## config.mk

```make
export PLATFORM = sky130hd
export DESIGN_NAME = chi_square_histogram_distance_core
export DESIGN_NICKNAME = d
export VERILOG_FILES = /design/src/rtl/core/chisq_pkg.sv /design/src/rtl/core/chi_square_histogram_distance_core.sv /design/src/rtl/core/chisq_div.sv /design/src/rtl/core/chisq_acc.sv
export SDC_FILE = /design/constraint.sdc
export NUM_CORES = 1
export LEC_CHECK = 0
export BUFFER_PORTS_ARGS = -buffer_cell sky130_fd_sc_hd__clkbuf_2
export CELL_PAD_IN_SITES_DETAIL_PLACEMENT = 1
export CELL_PAD_IN_SITES_GLOBAL_PLACEMENT = 1
export CORE_ASPECT_RATIO = 2
export CORE_MARGIN = 2
export CORE_UTILIZATION = 23
export CTS_CLUSTER_DIAMETER = 80
export DETAILED_ROUTE_END_ITERATION = 10
export GPL_TIMING_DRIVEN = 0
export PLACE_DENSITY_LB_ADDON = 0.1
export SYNTH_ARGS = -nofsm -noshare
export SYNTH_HDL_FRONTEND = slang
export SYNTH_HIERARCHICAL = 1
export SYNTH_SLANG_ARGS = --single-unit
```

## constraint.sdc

```tcl
create_clock -name clk -period 12.5 [get_ports clk]
set_clock_uncertainty 0.15 [all_clocks]
set_input_delay 2.5 -clock clk [delete_from_list [all_inputs] [get_ports clk]]
set_output_delay 2.5 -clock clk [all_outputs]
set_load 0.01 [all_outputs]
```

## src/rtl/core/chisq_pkg.sv

```systemverilog
// ----------------------------------------------------------------------------
// chisq_pkg
// Shared constants and the result record for the chi-square distance core.
// ----------------------------------------------------------------------------
package chisq_pkg;

    // running sum width and its saturation value
    localparam int SUM_BITS  = 33;
    localparam int DIST_BITS = 32;
    localparam logic [SUM_BITS-1:0] SUM_MAX = '1;

    typedef struct packed {
        logic [DIST_BITS-1:0] distance;
        logic                 saturated;
    } result_t;

endpackage

```

## src/rtl/core/chi_square_histogram_distance_core.sv

```systemverilog
// ----------------------------------------------------------------------------
// chi_square_histogram_distance_core
// Chi-square distance between two histograms, one bin pair per beat.
// ----------------------------------------------------------------------------
//  channel | signals                              | direction | beat content
//  --------+--------------------------------------+-----------+----------------------
//  in      | in_valid, in_ready, bin_a/b, last_bin| sink      | one matching bin pair
//  out     | out_valid, out_ready, distance, sat. | source    | distance per histogram
//
//  Steps: each bin pair runs from its beat to the next beat through square,
//  one quotient bit a cycle in the bit-serial divider, the divider's done
//  flag, accumulate and idle. An empty pair skips the divider. One beat is
//  in flight at a time.
//  Reset: rst_n clears the control state, the running sum and the flag.
//  Stalls: a result waiting on out_ready does not block new input; only the
//  next last-bin pair waits in its accumulate step until the output is free.
// ----------------------------------------------------------------------------
module chi_square_histogram_distance_core
    import chisq_pkg::*;
#(
    parameter int BIN_BITS  = 16,
    parameter int FRAC_BITS = 8
) (
    input  logic                 clk,
    input  logic                 rst_n,
    input  logic                 in_valid,
    output logic                 in_ready,
    input  logic [BIN_BITS-1:0]  bin_a,
    input  logic [BIN_BITS-1:0]  bin_b,
    input  logic                 last_bin,
    output logic                 out_valid,
    input  logic                 out_ready,
    output logic [DIST_BITS-1:0] distance,
    output logic                 saturated
);

    // dividend (d^2 << FRAC_BITS), divisor (a + b), term width
    localparam int DW = 2 * BIN_BITS + FRAC_BITS;
    localparam int SW = BIN_BITS + 1;
    localparam int TW = BIN_BITS + FRAC_BITS;

    localparam logic [1:0] S_IDLE = 2'd0;
    localparam logic [1:0] S_SQ   = 2'd1;
    localparam logic [1:0] S_DIV  = 2'd2;
    localparam logic [1:0] S_ACC  = 2'd3;

    logic [1:0]          state_reg, state_next;
    logic [BIN_BITS-1:0] a_reg, b_reg;
    logic                last_reg;
    logic                zero_reg, zero_next;
    logic                out_valid_reg, out_valid_next;
    result_t             res_reg, res_next;

    logic                in_fire;
    logic [BIN_BITS-1:0] diff;
    logic [2*BIN_BITS-1:0] sq;
    logic [SW-1:0]       bsum;
    logic [DW-1:0]       dividend;
    logic                div_start;
    logic                div_done;
    logic [DW-1:0]       quot;
    logic [TW-1:0]       term;
    logic                out_free;
    logic                acc_en;
    result_t             acc_res;

    assign in_ready = (state_reg == S_IDLE);
    assign in_fire  = in_valid && in_ready;

    // |a - b|, its square and the bin sum; the divider loads the shifted square directly
    assign diff     = (a_reg >= b_reg) ? (a_reg - b_reg) : (b_reg - a_reg);
    assign sq       = (2*BIN_BITS)'(diff) * (2*BIN_BITS)'(diff);
    assign bsum     = SW'(a_reg) + SW'(b_reg);
    assign dividend = DW'(sq) << FRAC_BITS;

    // empty bin pair skips the divide and adds zero
    assign div_start = (state_reg == S_SQ) && (bsum != '0);

    chisq_div #(
        .DVD_BITS (DW),
        .SOR_BITS (SW)
    ) u_div (
        .clk      (clk),
        .rst_n    (rst_n),
        .start    (div_start),
        .dividend (dividend),
        .divisor  (bsum),
        .done     (div_done),
        .quotient (quot)
    );

    // quotient never exceeds max(a,b) << FRAC_BITS, so TW bits hold it
    assign term = zero_reg ? '0 : quot[TW-1:0];

    assign out_free = !out_valid_reg || out_ready;
    assign acc_en   = (state_reg == S_ACC) && (!last_reg || out_free);

    chisq_acc #(
        .TERM_BITS (TW)
    ) u_acc (
        .clk    (clk),
        .rst_n  (rst_n),
        .add_en (acc_en),
        .last   (last_reg),
        .term   (term),
        .result (acc_res)
    );

    always_comb
    begin
        state_next     = state_reg;
        zero_next      = zero_reg;
        out_valid_next = out_valid_reg;
        res_next       = res_reg;
        if (out_valid_reg && out_ready)
        begin
            out_valid_next = 1'b0;
        end
        case (state_reg)
            S_IDLE:
            begin
                if (in_fire)
                begin
                    state_next = S_SQ;
                end
            end
            S_SQ:
            begin
                zero_next  = (bsum == '0);
                state_next = (bsum == '0) ? S_ACC : S_DIV;
            end
            S_DIV:
            begin
                if (div_done)
                begin
                    state_next = S_ACC;
                end
            end
            S_ACC:
            begin
                if (acc_en)
                begin
                    state_next = S_IDLE;
                    if (last_reg)
                    begin
                        out_valid_next = 1'b1;
                        res_next       = acc_res;
                    end
                end
            end
            default:
            begin
                state_next = S_IDLE;
            end
        endcase
    end

    always_ff @(posedge clk or negedge rst_n)
    begin
        if (!rst_n)
        begin
            state_reg     <= S_IDLE;
            out_valid_reg <= 1'b0;
        end
        else
        begin
            state_reg     <= state_next;
            out_valid_reg <= out_valid_next;
        end
    end

    always_ff @(posedge clk)
    begin
        if (in_fire)
        begin
            a_reg    <= bin_a;
            b_reg    <= bin_b;
            last_reg <= last_bin;
        end
        zero_reg <= zero_next;
        res_reg  <= res_next;
    end

    assign out_valid = out_valid_reg;
    assign distance  = res_reg.distance;
    assign saturated = res_reg.saturated;

endmodule

```

## src/rtl/core/chisq_div.sv

```systemverilog
// ----------------------------------------------------------------------------
// chisq_div
// Bit-serial restoring divider: one quotient bit per cycle, dividend MSB first.
// ----------------------------------------------------------------------------
module chisq_div #(
    parameter int DVD_BITS = 40,
    parameter int SOR_BITS = 17
) (
    input  logic                clk,
    input  logic                rst_n,
    input  logic                start,
    input  logic [DVD_BITS-1:0] dividend,
    input  logic [SOR_BITS-1:0] divisor,
    output logic                done,
    output logic [DVD_BITS-1:0] quotient
);

    localparam int RW = SOR_BITS + 1;
    localparam int CW = (DVD_BITS > 1) ? $clog2(DVD_BITS) : 1;

    logic [DVD_BITS-1:0] dvd_reg, dvd_next;
    logic [RW-1:0]       rem_reg, rem_next;
    logic [SOR_BITS-1:0] sor_reg, sor_next;
    logic [CW-1:0]       cnt_reg, cnt_next;
    logic                busy_reg, busy_next;
    logic                done_reg, done_next;
    logic [RW-1:0]       trial;
    logic                ge;

    // remainder stays below the divisor, so the shifted trial fits RW bits
    assign trial = {rem_reg[RW-2:0], dvd_reg[DVD_BITS-1]};
    assign ge    = (trial >= {1'b0, sor_reg});

    always_comb
    begin
        dvd_next  = dvd_reg;
        rem_next  = rem_reg;
        sor_next  = sor_reg;
        cnt_next  = cnt_reg;
        busy_next = busy_reg;
        done_next = 1'b0;
        if (start)
        begin
            dvd_next  = dividend;
            rem_next  = '0;
            sor_next  = divisor;
            cnt_next  = '0;
            busy_next = 1'b1;
        end
        else if (busy_reg)
        begin
            rem_next = ge ? (trial - {1'b0, sor_reg}) : trial;
            dvd_next = {dvd_reg[DVD_BITS-2:0], ge};
            cnt_next = cnt_reg + 1'b1;
            if (cnt_reg == CW'(DVD_BITS - 1))
            begin
                busy_next = 1'b0;
                done_next = 1'b1;
            end
        end
    end

    always_ff @(posedge clk or negedge rst_n)
    begin
        if (!rst_n)
        begin
            busy_reg <= 1'b0;
            done_reg <= 1'b0;
            cnt_reg  <= '0;
        end
        else
        begin
            busy_reg <= busy_next;
            done_reg <= done_next;
            cnt_reg  <= cnt_next;
        end
    end

    always_ff @(posedge clk)
    begin
        dvd_reg <= dvd_next;
        rem_reg <= rem_next;
        sor_reg <= sor_next;
    end

    assign done     = done_reg;
    assign quotient = dvd_reg;

endmodule

```

## src/rtl/core/chisq_acc.sv

```systemverilog
// ----------------------------------------------------------------------------
// chisq_acc
// Saturating running sum of chi-square terms, cleared after the last bin.
// ----------------------------------------------------------------------------
module chisq_acc
    import chisq_pkg::*;
#(
    parameter int TERM_BITS = 24
) (
    input  logic                 clk,
    input  logic                 rst_n,
    input  logic                 add_en,
    input  logic                 last,
    input  logic [TERM_BITS-1:0] term,
    output result_t              result
);

    localparam int AW = ((TERM_BITS > SUM_BITS) ? TERM_BITS : SUM_BITS) + 1;

    logic [SUM_BITS-1:0] sum_reg, sum_next;
    logic                clip_reg, clip_next;
    logic [AW-1:0]       total;
    logic                over;
    logic [SUM_BITS-1:0] sum_add;
    logic                clip_add;

    assign total    = AW'(sum_reg) + AW'(term);
    assign over     = (total >= AW'(SUM_MAX));
    assign sum_add  = over ? SUM_MAX : total[SUM_BITS-1:0];
    assign clip_add = clip_reg | over;

    // result reflects the sum including the current term
    assign result.distance  = sum_add[SUM_BITS-1:1];
    assign result.saturated = clip_add;

    always_comb
    begin
        sum_next  = sum_reg;
        clip_next = clip_reg;
        if (add_en)
        begin
            sum_next  = last ? '0 : sum_add;
            clip_next = last ? 1'b0 : clip_add;
        end
    end

    always_ff @(posedge clk or negedge rst_n)
    begin
        if (!rst_n)
        begin
            sum_reg  <= '0;
            clip_reg <= 1'b0;
        end
        else
        begin
            sum_reg  <= sum_next;
            clip_reg <= clip_next;
        end
    end

endmodule

```

==> reports/metrics.yaml <==
status:
  outcome: "completed"
timing:
  whs_ps: 344
  slew_violations: 0
  final_hold_viol_count: 0
  maxSlewHeadroom_pct: 27.8
  tightest_slew_ps: 1080
  fin_tns_setup_ps: 0
  finalCritPeriodShare_pct: 90.2
  fin_ws_ps: 1230
  rsz0062_at_grt: "no"
  setup_viol: 0
  period_minus_slack_ps: 11270
  max_freq_mhz: 88.7
finish:
  final_cell_mix: "inv_1, ha_1, fa_1"
  antenna_cells: 0
  area_growth_pct: 12.1
  final_net_count: 2534
  largest_reg_flops: 40
  fin_area_sq_mm: 0.0219
  mostFrequentLayoutCell: "inv_1"
  drive_gt1_share_pct: 12.0
setup_path:
  crit_family: "compound AO/OA/AOI/OAI gates"
  rrSetupSlack_ps: 1230
  path_class: "flip-flop to flip-flop"
  crit_buf_inv: 7
  arrival_ps: 11400
  crit_required_ps: 12630
  cp-start-kind: "flip-flop"
  slowest_stage: "xor2_1"
  r2r_end: "u_div/quotient[39]"
  r2r_cells: 32
  slowest_delay_ps: 860
  cp_max_fo: 10
  cp_common_cell: "fa_1"
  regToRegStartpoint: "a_reg[9]"
  cp-end-kind: "flip-flop"
clocking:
  root_buffer: "clkbuf_16"
  cts_hold_buf: 0
  clock_latency_ps: 520
  cts_buffers: 17
  htree_levels: 4
  cts_setup_buffers: 0
  ctsResizeCount: 0
  clockBufferDepth: 2
  cts_tree: "yes"
  cts.clk_slew.worst_paths_ps: 90
  cts.sinks: 186
place:
  portBuffers: 71
  gp_congestion: 0.830
  place_ws_ps: 1170
  detailed_place_hpwl_um: 56400
  post_dp_cell_area_sq_mm: 0.0213
die:
  die_height_um: 416
  initial_core_util_pct: 23.1
  num_rows: 151
  core_area_sq_mm: 0.0845
  pin_count: 72
  die_area_sq_mm: 0.0874
  die_w_um: 210
drt:
  drtIter0Drc: 562
  ant_nets: 0
  drc: 0
  routed_wl_um: 66000
  routed_via_density: 4.64
  wl_per_cell_um: 20.5
  drt_pre_antenna_iters: 4
  routed-via-count: 14900
synthesis:
  async_reset_ff_share_pct: 24.2
  ys_ff_latch: 186
  synth_top_area_share_pct: 19.1
  yosys-top-cells-area: "edfxtp_1, fa_1, ha_1"
  yosysTopAreaCell: "edfxtp_1"
  synth_cell_types: 94
  ys_seq_area_share_pct: 26.6
  synth_edf_count: 124
  synthCells: 2036
  synthFlopType: "edfxtp_1"
  avgSynthCellArea_sq_um: 9.59
  yosysWarnings: 6
  syn-cell-area_sq_mm: 0.0195
worst_hold_path:
  hold_end: "u_div/rem_reg[16]"
  holdPathStages: 2
  hp-start: "u_div/rem_reg[16]"
  hp-class: "flip-flop to flip-flop"
global_route:
  grt_pass1_vias: 17300
  grt_remaining_overflow: 0
  grt_pass1_wl_um: 103000
  grt_start_max_net_pins: 46
  antenna_found_initial: 0
  globalRouteTotalUtil_pct: 15.9
job:
  cap_violations: 0
-- metrics by stage --
step	instances	utilization (%)
floorplan	2044	-
global placement	3186	25.2
detailed placement	3189	25.3
CTS	3221	25.9
global route	3221	25.9
finish	3221	25.9
-- layer usage --
layer  up-vias  share of wire [%]  GRT usage (%)
met5         -                  0              0
met4         0                5.7           8.99
met3       127                2.5           2.25
met2       235                 59           32.9
met1      7490                 33           14.1
li1       7083                  -              -
-- final cells by class --
| type | instances | area, sq um |
|---|---|---|
| timing repair buffer | 74 | 418 |
| clock buffer | 18 | 429 |
| buffer | 68 | 378 |
| sequential | 186 | 5190 |
| inverter | 333 | 1250 |
| clock inverter | 14 | 133 |
| multi-input combinational | 1457 | 12800 |
| tap | 1071 | 1340 |
| fill | 9732 | 62600 |
-- worst reg2reg max path, delay by kind of cell, from the launching register on --
kind                     cells  cell delay (ps)
adder cells (fa/ha/maj)      8             3600
multiplexers                 2              530
AND/OR/NAND/NOR              2              200
XOR/XNOR                     2             1010
AO/OA/AOI/OAI               11             4010
buffers and inverters        7             1130
flip-flops                   1              430
-- cell usage after synthesis, drive strengths merged, types with 10 or more instances --
cell,n
a22o,28
o21bai,18
nor2b,37
o31ai,11
buf,41
and2,13
clkbuf,27
nor3,28
fa,169
dfxtp,17
or2,18
a31oi,10
a211oi,22
inv,333
ha,191
dfrtp,45
a21oi,111
o211ai,14
nand2,164
xor2,38
xnor2,61
nand3,38
mux2,42
nand2b,20
o21ai,69
edfxtp,124
nor2,146
and3,12
a21o,37
o311ai,13
or3,14
nand4,20
-- cells by family after synthesis --
| family | count (synthesis) | share of synthesized area (%) |
|---|---|---|
| AOI/OAI and AO/OA | 404 | 14.5 |
| xor gates and xnor gates | 99 | 4.86 |
| adders and majority gates | 360 | 29.6 |
| buffers and inverters | 401 | 8.34 |
| DFF | 186 | 26.6 |
| muxes | 50 | 2.83 |
| other | 1 | 0.0192 |
| and+or+nand+nor | 535 | 13.3 |
-- worst max-delay path by stage --
stage	cells after the start	slack (ps)	to	from
floorplan	33	3850	u_div/quotient[39]	a_reg[0]
global placement	32	1140	u_div/quotient[39]	a_reg[9]
detailed placement	32	1170	u_div/quotient[39]	a_reg[9]
CTS	32	1130	u_div/quotient[39]	a_reg[9]
global route	33	750	u_div/quotient[39]	a_reg[0]
finish	32	1230	u_div/quotient[39]	a_reg[9]
Power is left out: the tool's default activity adds up to more than one toggle a clock period on the data nets, which glitch-free logic cannot reach.
